`src/rtl/core/sgmb_pkg.sv`:
```
// ---------------------------------------------------------------------------
// sgmb_pkg
// Shared constants and types of the SiLU-gated multiply backward block.
// ---------------------------------------------------------------------------
package sgmb_pkg;

   // default datapath format: signed Q5.10
   localparam int SGMB_DATA_BITS       = 16;
   localparam int SGMB_FRAC_BITS       = 10;
   localparam int SGMB_SIGMOID_ENTRIES = 256;

   // stage enables of the sigmoid front end
   typedef struct packed {
      logic idx_en;
      logic rom_en;
      logic sel_en;
   } sgmb_sig_ctl_type;

endpackage

```
`src/rtl/core/sgmb_if.sv`:
```
// ---------------------------------------------------------------------------
// sgmb request and response channels
// Valid/ready channels carrying one element and its two gradients.
// ---------------------------------------------------------------------------
interface sgmb_req_if
   import sgmb_pkg::*;
#(
   parameter int DATA_BITS = SGMB_DATA_BITS
) ();

   logic                        valid;
   logic                        ready;
   logic signed [DATA_BITS-1:0] gate_value;
   logic signed [DATA_BITS-1:0] up_value;
   logic signed [DATA_BITS-1:0] upstream_gradient;
   logic                        last_element;

   modport source (
      output valid, gate_value, up_value, upstream_gradient, last_element,
      input  ready
   );

   modport sink (
      input  valid, gate_value, up_value, upstream_gradient, last_element,
      output ready
   );

endinterface

interface sgmb_rsp_if
   import sgmb_pkg::*;
#(
   parameter int DATA_BITS = SGMB_DATA_BITS
) ();

   logic                        valid;
   logic                        ready;
   logic signed [DATA_BITS-1:0] gate_gradient;
   logic signed [DATA_BITS-1:0] up_gradient;
   logic                        saturated;
   logic                        last_out;

   modport source (
      output valid, gate_gradient, up_gradient, saturated, last_out,
      input  ready
   );

   modport sink (
      input  valid, gate_gradient, up_gradient, saturated, last_out,
      output ready
   );

endinterface

```
`src/rtl/core/silu_gated_multiply_backward_top.sv`:
```
// ---------------------------------------------------------------------------
// silu_gated_multiply_backward_top
// Backward pass of the SiLU-gated product: per element returns
// d*u*dsilu(g) and d*silu(g), in saturating signed fixed point.
// ---------------------------------------------------------------------------
//  channel  dir  handshake     payload
//  req_ch   in   valid/ready   gate_value, up_value, upstream_gradient,
//                              last_element
//  rsp_ch   out  valid/ready   gate_gradient, up_gradient, saturated, last_out
//
//  one element per cycle sustained while the output is not held; a result
//  passes eleven register stages (three sigmoid, eight multiply/round)
//  before it is offered at the output
//  reset clears only the stage valid bits
//  each stage holds while the stage after it is full and held; empty stages
//  fill, so a stalled output still lets the pipe take input until it is full
// ---------------------------------------------------------------------------
module silu_gated_multiply_backward_top
   import sgmb_pkg::*;
#(
   parameter int DATA_BITS       = SGMB_DATA_BITS,
   parameter int FRAC_BITS       = SGMB_FRAC_BITS,
   parameter int SIGMOID_ENTRIES = SGMB_SIGMOID_ENTRIES
) (
   input  logic      clock,
   input  logic      reset,
   sgmb_req_if.sink   req_ch,
   sgmb_rsp_if.source rsp_ch
);

   localparam int D    = DATA_BITS;
   localparam int F    = FRAC_BITS;
   localparam int NS   = 11;
   localparam int ONE  = 1 << F;
   localparam int HALF = 1 << (F - 1);
   localparam int P1W  = D + F + 2;
   localparam int SLW  = D + 1;
   localparam int WW   = ((D + 1 > F + 2) ? D + 1 : F + 2) + 1;
   localparam int P3W  = F + 2 + WW;
   localparam int DSW  = F + 2;
   localparam int P4W  = D + SLW;
   localparam int GUW  = P4W + 1;
   localparam int P5W  = D + DSW;
   localparam int UDW  = D + 2;
   localparam int P6W  = D + UDW;
   localparam int GGW  = P6W + 1;
   localparam logic signed [P3W:0] DS_LIM = (P3W + 1)'(2 * ONE - 1);
   localparam logic signed [D-1:0] D_MAX  = {1'b0, {(D - 1){1'b1}}};
   localparam logic signed [D-1:0] D_MIN  = {1'b1, {(D - 1){1'b0}}};

   logic [NS-1:0] valid_ff;
   logic [NS-1:0] stage_en;

   // carried operands, index = stage (gu_ff: index = stage - 6)
   logic signed [D-1:0]   g_ff    [3];
   logic signed [D-1:0]   u_ff    [7];
   logic signed [D-1:0]   d_ff    [9];
   logic                  last_ff [10];
   logic signed [GUW-1:0] gu_ff   [4];

   sgmb_sig_ctl_type      sig_ctl;
   logic [F:0]            sig_s2;
   logic [F:0]            om_s2;

   logic signed [P1W-1:0] p1_in, p1_ff, p2_in, p2_ff;
   logic [F:0]            sig3_ff, sig4_ff;
   logic signed [P1W:0]   p1_sum, p1_rnd, p2_sum, p2_rnd;
   logic signed [SLW-1:0] silu_ff;
   logic signed [WW-1:0]  w_in, w_ff;
   logic signed [P3W-1:0] p3_in, p3_ff;
   logic signed [P4W-1:0] p4_in, p4_ff;
   logic signed [P3W:0]   p3_sum, p3_rnd, p3_clamp;
   logic signed [P4W:0]   p4_sum, gu_rnd;
   logic signed [DSW-1:0] dsilu_ff;
   logic signed [P5W-1:0] p5_in, p5_ff;
   logic signed [P5W:0]   p5_sum, p5_rnd;
   logic signed [UDW-1:0] ud_ff;
   logic signed [P6W-1:0] p6_in, p6_ff;
   logic signed [P6W:0]   p6_sum, gg_rnd;
   logic                  gg_fits, gu_fits;
   logic signed [D-1:0]   gg_in, gu_in;
   logic signed [D-1:0]   gg_ff, gu_out_ff;
   logic                  sat_flag_ff;
   logic                  last_out_ff;

   // a stage may load when it is empty or its content moves on
   always_comb begin
      stage_en[NS-1] = ~valid_ff[NS-1] | rsp_ch.ready;
      for (int i = NS - 2; i >= 0; i--) begin
         stage_en[i] = ~valid_ff[i] | stage_en[i+1];
      end
   end

   assign req_ch.ready = stage_en[0];

   always_ff @(posedge clock) begin
      if (reset) begin
         valid_ff <= '0;
      end else begin
         if (stage_en[0]) begin
            valid_ff[0] <= req_ch.valid;
         end
         for (int i = 1; i < NS; i++) begin
            if (stage_en[i]) begin
               valid_ff[i] <= valid_ff[i-1];
            end
         end
      end
   end

   // stages 0..2: sigmoid front end
   assign sig_ctl.idx_en = stage_en[0];
   assign sig_ctl.rom_en = stage_en[1];
   assign sig_ctl.sel_en = stage_en[2];

   sgmb_sigmoid #(
      .DATA_BITS       (DATA_BITS),
      .FRAC_BITS       (FRAC_BITS),
      .SIGMOID_ENTRIES (SIGMOID_ENTRIES)
   ) u_sigmoid (
      .clock         (clock),
      .ctl           (sig_ctl),
      .gate_value    (req_ch.gate_value),
      .sig           (sig_s2),
      .one_minus_sig (om_s2)
   );

   // stage 3: g*sig and g*(1-sig)
   assign p1_in = P1W'(g_ff[2]) * P1W'($signed({1'b0, sig_s2}));
   assign p2_in = P1W'(g_ff[2]) * P1W'($signed({1'b0, om_s2}));

   // stage 4: round to silu and 1 + g*(1-sig)
   assign p1_sum = {p1_ff[P1W-1], p1_ff} + (P1W + 1)'(HALF);
   assign p1_rnd = p1_sum >>> F;
   assign p2_sum = {p2_ff[P1W-1], p2_ff} + (P1W + 1)'(HALF);
   assign p2_rnd = p2_sum >>> F;
   assign w_in   = WW'($signed(p2_rnd[SLW-1:0])) + WW'(ONE);

   // stage 5: sig*w and d*silu
   assign p3_in = P3W'($signed({1'b0, sig4_ff})) * P3W'(w_ff);
   assign p4_in = P4W'(d_ff[4]) * P4W'(silu_ff);

   // stage 6: round and clamp dsilu, round up gradient
   assign p3_sum = {p3_ff[P3W-1], p3_ff} + (P3W + 1)'(HALF);
   assign p3_rnd = p3_sum >>> F;
   assign p4_sum = {p4_ff[P4W-1], p4_ff} + (P4W + 1)'(HALF);
   assign gu_rnd = p4_sum >>> F;

   always_comb begin
      if (p3_rnd > DS_LIM) begin
         p3_clamp = DS_LIM;
      end else if (p3_rnd < -DS_LIM) begin
         p3_clamp = -DS_LIM;
      end else begin
         p3_clamp = p3_rnd;
      end
   end

   // stage 7: u*dsilu
   assign p5_in = P5W'(u_ff[6]) * P5W'(dsilu_ff);

   // stage 8: round u*dsilu
   assign p5_sum = {p5_ff[P5W-1], p5_ff} + (P5W + 1)'(HALF);
   assign p5_rnd = p5_sum >>> F;

   // stage 9: d*ud
   assign p6_in = P6W'(d_ff[8]) * P6W'(ud_ff);

   // stage 10: round the gate gradient, saturate both gradients
   assign p6_sum  = {p6_ff[P6W-1], p6_ff} + (P6W + 1)'(HALF);
   assign gg_rnd  = p6_sum >>> F;
   assign gg_fits = (&gg_rnd[GGW-1:D-1]) | ~(|gg_rnd[GGW-1:D-1]);
   assign gu_fits = (&gu_ff[3][GUW-1:D-1]) | ~(|gu_ff[3][GUW-1:D-1]);
   assign gg_in   = gg_fits ? gg_rnd[D-1:0] : (gg_rnd[GGW-1] ? D_MIN : D_MAX);
   assign gu_in   = gu_fits ? gu_ff[3][D-1:0] : (gu_ff[3][GUW-1] ? D_MIN : D_MAX);

   always_ff @(posedge clock) begin
      if (stage_en[0]) begin
         g_ff[0]    <= req_ch.gate_value;
         u_ff[0]    <= req_ch.up_value;
         d_ff[0]    <= req_ch.upstream_gradient;
         last_ff[0] <= req_ch.last_element;
      end
      for (int i = 1; i < 3; i++) begin
         if (stage_en[i]) begin
            g_ff[i] <= g_ff[i-1];
         end
      end
      for (int i = 1; i < 7; i++) begin
         if (stage_en[i]) begin
            u_ff[i] <= u_ff[i-1];
         end
      end
      for (int i = 1; i < 9; i++) begin
         if (stage_en[i]) begin
            d_ff[i] <= d_ff[i-1];
         end
      end
      for (int i = 1; i < 10; i++) begin
         if (stage_en[i]) begin
            last_ff[i] <= last_ff[i-1];
         end
      end
      if (stage_en[3]) begin
         p1_ff   <= p1_in;
         p2_ff   <= p2_in;
         sig3_ff <= sig_s2;
      end
      if (stage_en[4]) begin
         silu_ff <= p1_rnd[SLW-1:0];
         w_ff    <= w_in;
         sig4_ff <= sig3_ff;
      end
      if (stage_en[5]) begin
         p3_ff <= p3_in;
         p4_ff <= p4_in;
      end
      if (stage_en[6]) begin
         dsilu_ff <= p3_clamp[DSW-1:0];
         gu_ff[0] <= gu_rnd;
      end
      for (int i = 1; i < 4; i++) begin
         if (stage_en[i+6]) begin
            gu_ff[i] <= gu_ff[i-1];
         end
      end
      if (stage_en[7]) begin
         p5_ff <= p5_in;
      end
      if (stage_en[8]) begin
         ud_ff <= p5_rnd[UDW-1:0];
      end
      if (stage_en[9]) begin
         p6_ff <= p6_in;
      end
      if (stage_en[10]) begin
         gg_ff       <= gg_in;
         gu_out_ff   <= gu_in;
         sat_flag_ff <= ~gg_fits | ~gu_fits;
         last_out_ff <= last_ff[9];
      end
   end

   assign rsp_ch.valid         = valid_ff[NS-1];
   assign rsp_ch.gate_gradient = gg_ff;
   assign rsp_ch.up_gradient   = gu_out_ff;
   assign rsp_ch.saturated     = sat_flag_ff;
   assign rsp_ch.last_out      = last_out_ff;

   // a full pipe with a held output takes no transfer
   a_full_blocks: assert property (@(posedge clock) disable iff (reset)
      ((&valid_ff) && !rsp_ch.ready) |-> !req_ch.ready)
      else $error("input taken while pipeline full and stalled");

   // an input transfer always lands in the first stage
   a_accept_lands: assert property (@(posedge clock) disable iff (reset)
      (req_ch.valid && req_ch.ready) |=> valid_ff[0])
      else $error("accepted element lost at pipeline entry");

   // sig and 1-sig leave the front end complementary and in range
   a_sig_range: assert property (@(posedge clock) disable iff (reset)
      valid_ff[2] |-> (({1'b0, sig_s2} + {1'b0, om_s2}) == (F + 2)'(ONE)
                       && sig_s2 <= (F + 1)'(ONE)))
      else $error("sigmoid output out of range");

   // the dsilu clamp keeps the most negative code out
   a_dsilu_clamp: assert property (@(posedge clock) disable iff (reset)
      valid_ff[7] |-> dsilu_ff != {1'b1, {(DSW - 1){1'b0}}})
      else $error("dsilu outside clamp range");

   // a clipped result sits on a rail
   a_sat_rail: assert property (@(posedge clock) disable iff (reset)
      (rsp_ch.valid && rsp_ch.saturated) |->
         (rsp_ch.gate_gradient == D_MAX || rsp_ch.gate_gradient == D_MIN ||
          rsp_ch.up_gradient == D_MAX || rsp_ch.up_gradient == D_MIN))
      else $error("saturation flag without a clipped gradient");

endmodule

```
`src/rtl/core/sgmb_sigmoid.sv`:
```
// ---------------------------------------------------------------------------
// sgmb_sigmoid
// Three-stage sigmoid front end: table index, table read, sign fold.
// Returns sig and 1 - sig, both unsigned with FRAC_BITS fraction bits.
// ---------------------------------------------------------------------------
module sgmb_sigmoid
   import sgmb_pkg::*;
#(
   parameter int DATA_BITS       = SGMB_DATA_BITS,
   parameter int FRAC_BITS       = SGMB_FRAC_BITS,
   parameter int SIGMOID_ENTRIES = SGMB_SIGMOID_ENTRIES
) (
   input  logic                        clock,
   input  sgmb_sig_ctl_type            ctl,
   input  logic signed [DATA_BITS-1:0] gate_value,
   output logic        [FRAC_BITS:0]   sig,
   output logic        [FRAC_BITS:0]   one_minus_sig
);

   localparam int AW = (DATA_BITS > FRAC_BITS + 4) ? DATA_BITS : FRAC_BITS + 4;
   localparam int KW = $clog2(SIGMOID_ENTRIES);
   localparam int PW = AW + KW + 1;
   localparam logic [AW-1:0]        SAT_LIM = AW'(1) << (FRAC_BITS + 3);
   localparam logic [FRAC_BITS:0]   ONE_Q   = (FRAC_BITS + 1)'(1) << FRAC_BITS;
   localparam longint unsigned      Q30     = 64'd1 << 30;
   localparam longint unsigned      H_STEP  = (64'd4 << 30) / SIGMOID_ENTRIES;
   localparam longint unsigned      NUM     = 64'd1 << (30 + FRAC_BITS);

   typedef logic [FRAC_BITS:0] sig_rom_type [SIGMOID_ENTRIES];

   // shift-subtract quotient, only used while the table is built
   function automatic longint unsigned udiv64(longint unsigned num_v,
                                              longint unsigned div_v);
      longint unsigned quo;
      longint unsigned rem;
      quo = '0;
      rem = '0;
      for (int b = 63; b >= 0; b--) begin
         rem = {rem[62:0], num_v[b]};
         if (rem >= div_v) begin
            rem    = rem - div_v;
            quo[b] = 1'b1;
         end
      end
      return quo;
   endfunction

   // sigmoid at bin midpoints, via a Taylor series for exp and a geometric step
   function automatic sig_rom_type build_sig_rom();
      sig_rom_type     rom;
      longint unsigned term;
      longint unsigned sum;
      longint unsigned q;
      longint unsigned p;
      longint unsigned den;
      term = Q30;
      sum  = Q30;
      for (int i = 1; i <= 12; i++) begin
         term = udiv64((term * H_STEP) >> 30, 64'(i));
         if (i[0] == 1'b1) begin
            sum = sum - term;
         end else begin
            sum = sum + term;
         end
      end
      q = (sum * sum + (Q30 >> 1)) >> 30;
      p = sum;
      for (int k = 0; k < SIGMOID_ENTRIES; k++) begin
         den    = Q30 + p;
         rom[k] = (FRAC_BITS + 1)'(udiv64(NUM + (den >> 1), den));
         p      = (p * q + (Q30 >> 1)) >> 30;
      end
      return rom;
   endfunction

   localparam sig_rom_type SIG_ROM = build_sig_rom();

   logic [DATA_BITS-1:0] mag;
   logic                 neg;
   logic                 sat_in;
   logic [PW-1:0]        idx_prod;
   logic [PW-1:0]        idx_shift;
   logic [KW-1:0]        k_in;

   logic [KW-1:0]        k_ff;
   logic                 neg_a_ff;
   logic                 sat_a_ff;
   logic [FRAC_BITS:0]   rom_ff;
   logic                 neg_b_ff;
   logic                 sat_b_ff;
   logic [FRAC_BITS:0]   sig_in;
   logic [FRAC_BITS:0]   sig_ff;
   logic [FRAC_BITS:0]   om_ff;

   // magnitude is exact for the most negative code as an unsigned value
   assign neg       = gate_value[DATA_BITS-1];
   assign mag       = neg ? (~gate_value) + DATA_BITS'(1) : gate_value;
   assign sat_in    = AW'(mag) >= SAT_LIM;
   assign idx_prod  = PW'(mag) * PW'(SIGMOID_ENTRIES);
   assign idx_shift = idx_prod >> (FRAC_BITS + 3);
   assign k_in      = (idx_shift >= PW'(SIGMOID_ENTRIES)) ? KW'(SIGMOID_ENTRIES - 1)
                                                          : idx_shift[KW-1:0];

   always_comb begin
      if (sat_b_ff) begin
         sig_in = neg_b_ff ? '0 : ONE_Q;
      end else begin
         sig_in = neg_b_ff ? ONE_Q - rom_ff : rom_ff;
      end
   end

   always_ff @(posedge clock) begin
      if (ctl.idx_en) begin
         k_ff     <= k_in;
         neg_a_ff <= neg;
         sat_a_ff <= sat_in;
      end
      if (ctl.rom_en) begin
         rom_ff   <= SIG_ROM[k_ff];
         neg_b_ff <= neg_a_ff;
         sat_b_ff <= sat_a_ff;
      end
      if (ctl.sel_en) begin
         sig_ff <= sig_in;
         om_ff  <= ONE_Q - sig_in;
      end
   end

   assign sig           = sig_ff;
   assign one_minus_sig = om_ff;

endmodule

```
`src/flat_wrapper.sv`:
```
// flat-port wrapper written by rule: the top's interface ports become plain ports
module silu_gated_multiply_backward_top_flat import sgmb_pkg::*;
#(
   parameter int DATA_BITS       = SGMB_DATA_BITS,
   parameter int FRAC_BITS       = SGMB_FRAC_BITS,
   parameter int SIGMOID_ENTRIES = SGMB_SIGMOID_ENTRIES
)
  (clock, reset, req_ch_valid, req_ch_gate_value, req_ch_up_value, req_ch_upstream_gradient, req_ch_last_element, req_ch_ready, rsp_ch_valid, rsp_ch_gate_gradient, rsp_ch_up_gradient, rsp_ch_saturated, rsp_ch_last_out, rsp_ch_ready);
  sgmb_req_if #(.DATA_BITS(DATA_BITS)) req_ch_i ();
  sgmb_rsp_if #(.DATA_BITS(DATA_BITS)) rsp_ch_i ();
  input  logic clock;
  input  logic reset;
  input wire logic [$bits(req_ch_i.valid)-1:0] req_ch_valid;
  input wire logic [$bits(req_ch_i.gate_value)-1:0] req_ch_gate_value;
  input wire logic [$bits(req_ch_i.up_value)-1:0] req_ch_up_value;
  input wire logic [$bits(req_ch_i.upstream_gradient)-1:0] req_ch_upstream_gradient;
  input wire logic [$bits(req_ch_i.last_element)-1:0] req_ch_last_element;
  output wire logic [$bits(req_ch_i.ready)-1:0] req_ch_ready;
  output wire logic [$bits(rsp_ch_i.valid)-1:0] rsp_ch_valid;
  output wire logic [$bits(rsp_ch_i.gate_gradient)-1:0] rsp_ch_gate_gradient;
  output wire logic [$bits(rsp_ch_i.up_gradient)-1:0] rsp_ch_up_gradient;
  output wire logic [$bits(rsp_ch_i.saturated)-1:0] rsp_ch_saturated;
  output wire logic [$bits(rsp_ch_i.last_out)-1:0] rsp_ch_last_out;
  input wire logic [$bits(rsp_ch_i.ready)-1:0] rsp_ch_ready;
  assign req_ch_i.valid = req_ch_valid;
  assign req_ch_i.gate_value = req_ch_gate_value;
  assign req_ch_i.up_value = req_ch_up_value;
  assign req_ch_i.upstream_gradient = req_ch_upstream_gradient;
  assign req_ch_i.last_element = req_ch_last_element;
  assign req_ch_ready = req_ch_i.ready;
  assign rsp_ch_valid = rsp_ch_i.valid;
  assign rsp_ch_gate_gradient = rsp_ch_i.gate_gradient;
  assign rsp_ch_up_gradient = rsp_ch_i.up_gradient;
  assign rsp_ch_saturated = rsp_ch_i.saturated;
  assign rsp_ch_last_out = rsp_ch_i.last_out;
  assign rsp_ch_i.ready = rsp_ch_ready;
  silu_gated_multiply_backward_top #(.DATA_BITS(DATA_BITS), .FRAC_BITS(FRAC_BITS), .SIGMOID_ENTRIES(SIGMOID_ENTRIES)) u_core (.clock(clock), .reset(reset), .req_ch(req_ch_i), .rsp_ch(rsp_ch_i));
endmodule
```
`config.mk`:
```
export PLATFORM = sky130hd
export DESIGN_NAME = silu_gated_multiply_backward_top_flat
export DESIGN_NICKNAME = d
export VERILOG_FILES = /design/src/rtl/core/sgmb_pkg.sv /design/src/rtl/core/sgmb_if.sv /design/src/rtl/core/silu_gated_multiply_backward_top.sv /design/src/rtl/core/sgmb_sigmoid.sv /design/src/flat_wrapper.sv
export SDC_FILE = /design/constraint.sdc
export NUM_CORES = 2
export LEC_CHECK = 0
export CAP_MARGIN = 20
export CORE_MARGIN = 4
export CORE_UTILIZATION = 30
export DETAILED_ROUTE_END_ITERATION = 6
export DONT_BUFFER_PORTS = 1
export PLACE_DENSITY = 0.43
export SETUP_SLACK_MARGIN = 0.15
export SLEW_MARGIN = 20
export SYNTH_ARGS = -nofsm -noshare
export SYNTH_HDL_FRONTEND = slang
export SYNTH_SLANG_ARGS = --single-unit
```
`constraint.sdc`:
```
create_clock -name clock -period 10.3 [get_ports clock]
set_input_delay 2.06 -clock clock [delete_from_list [all_inputs] [get_ports clock]]
set_output_delay 2.06 -clock clock [all_outputs]
set_load 0.02 [all_outputs]
```
; Yosys cells after proc, flatten, opt, wreduce, memory -nomap -nowiden
; Memories as Yosys holds them, arrays and structs flattened. A register that Yosys moved wholly into a read port is not among the register bits.
; Index checks and enable logic that the tools add are counted.
[word_totals]
reg_bits = 344
latch_bits = 0
mem_bits_rw = 450
mem_bits_ro = 2816
mem_count = 6
[mem_list]
columns = memory, words, word_bits, read_ports, rd_ports_with_merged_regs, write_ports, line_no
row1 = (no name shown), 256, 11, 1, 1, 0, sgmb_sigmoid.sv:119  ; rom_ff <= SIG_ROM[k_ff];
row2 = u_core.d_ff, 9, 16, 9, 0, 9, silu_gated_multiply_backward_top.sv:57  ; logic signed [D-1:0] d_ff [9];
row3 = u_core.gu_ff, 4, 34, 4, 0, 4, silu_gated_multiply_backward_top.sv:59  ; logic signed [GUW-1:0] gu_ff [4];
row4 = u_core.u_ff, 7, 16, 7, 0, 7, silu_gated_multiply_backward_top.sv:56  ; logic signed [D-1:0] u_ff [7];
row5 = u_core.g_ff, 3, 16, 3, 0, 3, silu_gated_multiply_backward_top.sv:55  ; logic signed [D-1:0] g_ff [3];
row6 = u_core.last_ff, 10, 1, 10, 1, 10, silu_gated_multiply_backward_top.sv:58  ; logic last_ff [10];
[classes]
addsub = 10
n_mul = 6
div = 0
n_lt_le_gt_ge = 4
n_eq_ne = 0
shifts = 0
n_mux = 29
n_bitwise = 31
reduce_logical = 5
[op_table]
columns = op, n
row1 = $mux W16, 5
row2 = $add A27 B11 Y27 const B, 2
row3 = $mul A16 B12 Y27, 2
row4 = $add A34 B11 Y35 const B, 1
row5 = $add A33 B11 Y34 const B, 1
row6 = $mul A16 B18 Y34, 1
row7 = $mul A16 B17 Y33, 1
row8 = $mux W11, 3
row9 = $add A30 B11 Y31 const B, 1
row10 = $mul A12 B18 Y30, 1
row11 = $add A28 B11 Y28 const B, 1
row12 = $mul A16 B12 Y28, 1
row13 = $sub A11 B11 Y11 const A, 2
row14 = $gt A21 B12 Y1 const B, 1
row15 = $lt A21 B12 Y1 const B, 1
row16 = $mux W1, 20
row17 = $reduce_and A19 Y1, 1
row18 = $reduce_or A19 Y1, 1
row19 = $add A17 B12 Y18 const B, 1
row20 = $add A16 B2 Y16 const B, 1
row21 = $ge A16 B14 Y1 const B, 1
row22 = $not A16 Y16, 1
row23 = $not A1 Y1, 15
row24 = $or A1 B1 Y1, 14
row25 = 6 further kinds, 6

; Longest topological paths before layout
[logic_depth]
ltp_word = 14
mapped_depth = 25
mapped_depth_nobuf = 24

; Modules after synthesis
; From an unflattened synthesis, not the netlist that was laid out.
[hier_totals]
cells_unflattened = 6586
hier_area_um2 = 71861.4
[by_module_without_submodules]
columns = mod, instances, cells_per_inst, area_each_um2
row1 = silu_gated_multiply_backward_top, 1, 6180, 68328.0
row2 = sgmb_sigmoid, 1, 406, 3533.4

; Worst setup path after synthesis
; No wires, ideal clock.
[synth_path]
kind = input to output
start = in rsp_ch_ready
end = out req_ch_ready
arrival_time_ps = 7498
required_ps = 8240
setup_slack_ps = 742
stages = 6
n_path_buf = 0
path_cell_list = nor2b_1 > and3_1 > and3_1 > nand3_1 > nor2_1 > nand4_1
[synth_between]
elab_chain_len = 11
[synth_rtl]
columns = item, line_no
row1 = "start, declared", flat_wrapper.sv:24  ; input wire logic [$bits(rsp_ch_i.ready)-1:0] rsp_ch_ready;
row2 = $or A1 B1 Y1, silu_gated_multiply_backward_top.sv:88  ; stage_en[NS-1] = ~valid_ff[NS-1] | rsp_ch.ready;
row3 = $or A1 B1 Y1 (6 in series), silu_gated_multiply_backward_top.sv:90  ; stage_en[i] = ~valid_ff[i] | stage_en[i+1];
row4 = net u_core.stage_en[4], silu_gated_multiply_backward_top.sv:52  ; logic [NS-1:0] stage_en;
row5 = $or A1 B1 Y1 (4 in series), silu_gated_multiply_backward_top.sv:90
row6 = "end, declared", flat_wrapper.sv:18  ; output wire logic [$bits(req_ch_i.ready)-1:0] req_ch_ready;
; The timed path passes the listed nets, and every way through them passes these cells.

==> impl_results.md <==
* TritonCTS Buffers at 83
* Die Width at 497.4 um
* Vias/cell at 4.421
* EDFF count, synth at 698
* GRT Total Usage at 13.90%
* Synthesized net count at 8355
* Routed Antenna Nets at 0
* Hold Crit Start: u_core.u_ff[5][5]
* Number of global-route vias before repair at 47.92k
* Critical Path Start Type: flip-flop
* Yosys warnings at 0
* Worst flop-to-flop path endpoint: u_core.p6_ff[33]
* Initial antenna violation count at 16
* Hold-fix buffers, CTS at 0
* Nature of the critical path endpoint: flip-flop
* DRT Pass-1 Iters at 5
* # rows at 179
* Initial DRC Count at 2041
* Finish-stage setup viols at 0
* Clk sinks at 709
* Tcrit/Tclk final at 68.74%
* H-tree depth at 3
* Area Overhead vs Synth at 8.558%
* Tmin final at 7080 ps
* Worst clock skew at 31.66 ps
* Worst slew margin at 28.40%
* Syn Inst Count at 6657
* RSZ-0062 raised after global routing: false
* Crit path max-delay cell type: fa_1
* Clk root buf: clkbuf_16
* Synth cell types at 83
* Bufs and invs on worst path at 3
* Number of max-cap violations at 0
* Ys async rst share at 0%
* Wire per inst at 17.04 um
* Synthesis-stage register bit count at 709
* Status: finished clean
* Critical-path cell list: nand2_1 > inv_1 > fa_1 > fa_1 > inv_1 > fa_1 > fa_1 > fa_1 > fa_1 > inv_1 > ha_1 > nand4_1 > or4_1 > o31ai_1 > a21oi_1 > a211oi_1 > or3_1 > a21oi_1 > o21ba_2 > xnor2_1
* CTS max path bufs at 3
* Required time worst endpoint at 10710 ps
* Critical Path Fanout Max at 18
* Layout cells sized above 1 at 3.014%
* Gr ovfl total at 0
* DIE AREA at 247400 um2
* Hold Violations, Final at 0
* Largest net degree at the start of global routing at 79
* Crit Path Category: flip-flop to flip-flop
* Fin nets at 8232
* Global-route wire length before repair at 274000 um
* Post-DP HPWL at 132000 um
* Sum Neg Setup Slack at 0 ps
* Routed via count at 43.20k
* Post-Route WL at 166500 um
* Hold endpoint: u_core.u_ff[6][5]
* Fmax at 141.2 MHz
* R2R Path Start: u_core.d_ff[0][129]
* Min-delay worst type: flip-flop to flip-flop
* R2R depth at 20
* CP arrival at 7490 ps
* CTS tree: yes
* CORE AREA at 238100 um2
* Gpl congestion at 0.8228
* Placed cells at 9615
* Top_reg_cell synth: edfxtp_1
* Mapped cell area at 71860 um2
* Initial Utilization at 30.18%
* Cell family with most CP delay: adder cells
* Synthesized area per cell at 10.79 um2
* Drc violations at 0
* CTS clock-pin slew for the worst setup and hold paths at 70 ps
* Largest stage delay, worst path at 910 ps
* Final non-filler cell total at 9771
* Resized cells post-CTS at 0
* Register area share after synthesis at 29.47%
* CP dominant cell by count: fa_1
* Port Buffers at 0
* Tightest Pin Transition at 1074 ps
* Max-slew violations at 0
* # Post-CTS Setup Buffers at 0
* I/O pin cnt at 89
* Worst skew pair latency at 700 ps
* Hold path depth at 0
* Worst reg2reg setup slack at 3220 ps
* Die Height at 497.4 um
[cell families (layout without fill, tap and decap cells)]
kind of cell,Yosys count,in the layout,share of synthesized area (%)
DFF,709,709,29.47
buffers and inverters,1714,1659,8.965
adders and majority gates,1645,1645,41.51
and+or+nand+nor,1882,1882,12.74
muxes,8,8,0.1828
AOI/OAI and AO/OA,427,427,3.808
xor gates and xnor gates,272,272,3.315
other,0,2,0
[per-stage QoR]
step | setup slack, ps | instance area [um2] | util [%] | hold WS [ps]
after floorplan | 742.0 | 71860 | - | 400.3
after global placement | 3256 | 75180 | 31.58 | 400.5
after detailed placement | 3176 | 75180 | 31.58 | 404.5
after CTS | 3163 | 77980 | 32.76 | 399.9
after global routing | 2763 | 78010 | 32.77 | 413.8
final | 3220 | 78010 | 32.77 | 406.9
[layout make-up]
class | count | area (um2)
Inverter | 1477 | 5545
Antenna cell | 2 | 5.005
Clock inverter | 58 | 656.9
Clock buffer | 95 | 2143
Multi-Input combinational cell | 4234 | 44280
Timing Repair Buffer | 29 | 234.0
Fill cell | 24130 | 160100
Sequential cell | 709 | 21180
Tap cell | 3167 | 3963
[cell usage in the layout (no fill, tap or decap), types with 5 or more instances in the layout]
master / count
nand3_1: 77
xnor2_1: 186
and2_1: 563
clkbuf_1: 11
clkinvlp_4: 5
edfxtp_1: 698
or4_1: 6
inv_1: 1472
or3_1: 11
a21oi_1: 106
o21bai_1: 5
o22ai_1: 9
clkbuf_16: 84
nor3b_1: 8
a31oi_1: 20
ha_1: 413
clkinv_2: 12
nor3_1: 62
fa_1: 1232
inv_6: 8
nand4_1: 31
nor4_1: 8
nand2_1: 786
nor2_1: 216
nand2b_1: 31
o21ai_1: 9
dfxtp_1: 11
a211oi_1: 15
o31a_1: 7
o21a_1: 36
xor2_1: 86
o21ai_0: 112
and3_1: 32
o31ai_1: 12
clkinv_1: 14
buf_4: 27
a21o_1: 43
clkinv_4: 9
bufinv_16: 9
nor2b_1: 24
[sequential cells by signal, summed over array words and instances, names as in the netlist, 8 cells and up]
| register | flops |
|---|---|
| u_core.d_ff | 144 |
| u_core.dsilu_ff | 12 |
| u_core.g_ff | 47 |
| u_core.gu_ff | 96 |
| u_core.last_ff | 10 |
| u_core.p1_ff | 18 |
| u_core.p2_ff | 18 |
| u_core.p3_ff | 21 |
| u_core.p4_ff | 24 |
| u_core.p5_ff | 19 |
| u_core.p6_ff | 25 |
| u_core.rsp_ch.gate_gradient | 16 |
| u_core.rsp_ch.up_gradient | 16 |
| u_core.sig3_ff | 11 |
| u_core.sig4_ff | 11 |
| u_core.silu_ff | 17 |
| u_core.u_ff | 112 |
| u_core.u_sigmoid.k_ff | 8 |
| u_core.u_sigmoid.one_minus_sig | 10 |
| u_core.u_sigmoid.rom_ff | 11 |
| u_core.u_sigmoid.sig | 11 |
| u_core.ud_ff | 18 |
| u_core.valid_ff | 11 |
| u_core.w_ff | 18 |
[worst max path at each step]
stage                                   start          endpoint  slack [ps]  depth (start not counted)
final                     u_core.d_ff[0][129]  u_core.p6_ff[33]        3220                         20
after global routing      u_core.d_ff[0][129]  u_core.p6_ff[33]        2760                         20
after CTS                 u_core.d_ff[0][129]  u_core.p6_ff[33]        3160                         20
after detailed placement  u_core.d_ff[0][129]  u_core.p6_ff[33]        3180                         20
after global placement     u_core.d_ff[0][79]  u_core.p4_ff[29]        3260                         21
after floorplan                  rsp_ch_ready      req_ch_ready         740                          6
[Yosys cell counts, types with 11 or more instances]
library cell  count  share of area, %
a211oi_1         15              0.16
a21o_1           43              0.45
a21oi_1         106              0.74
a31oi_1          20              0.17
and2_1          563               4.9
and3_1           32              0.28
clkbuf_1        223               1.2
dfxtp_1          11              0.31
edfxtp_1        698                29
fa_1           1232                34
ha_1            413               7.2
inv_1          1475               7.7
nand2_1         790               4.1
nand2b_1         31              0.27
nand3_1          79              0.55
nand4_1          31              0.27
nor2_1          216               1.1
nor2b_1          24              0.21
nor3_1           62              0.43
o21a_1           36              0.38
o21ai_0         112              0.78
o31ai_1          12              0.13
or3_1            11             0.096
xnor2_1         186               2.3
xor2_1           86               1.0
[routing by layer]
metal  global-route usage (%)  up-vias  part of all wire (%)
li1                         -    20190                     -
met1                    19.15    22220                    47
met2                    23.41      610                    48
met3                    1.813      175                   3.4
met4                    3.002        0                   2.0
met5                        0        -                     0
Power is left out: the tool's default activity adds up to more than one toggle a clock period on the data nets, which glitch-free logic cannot reach.
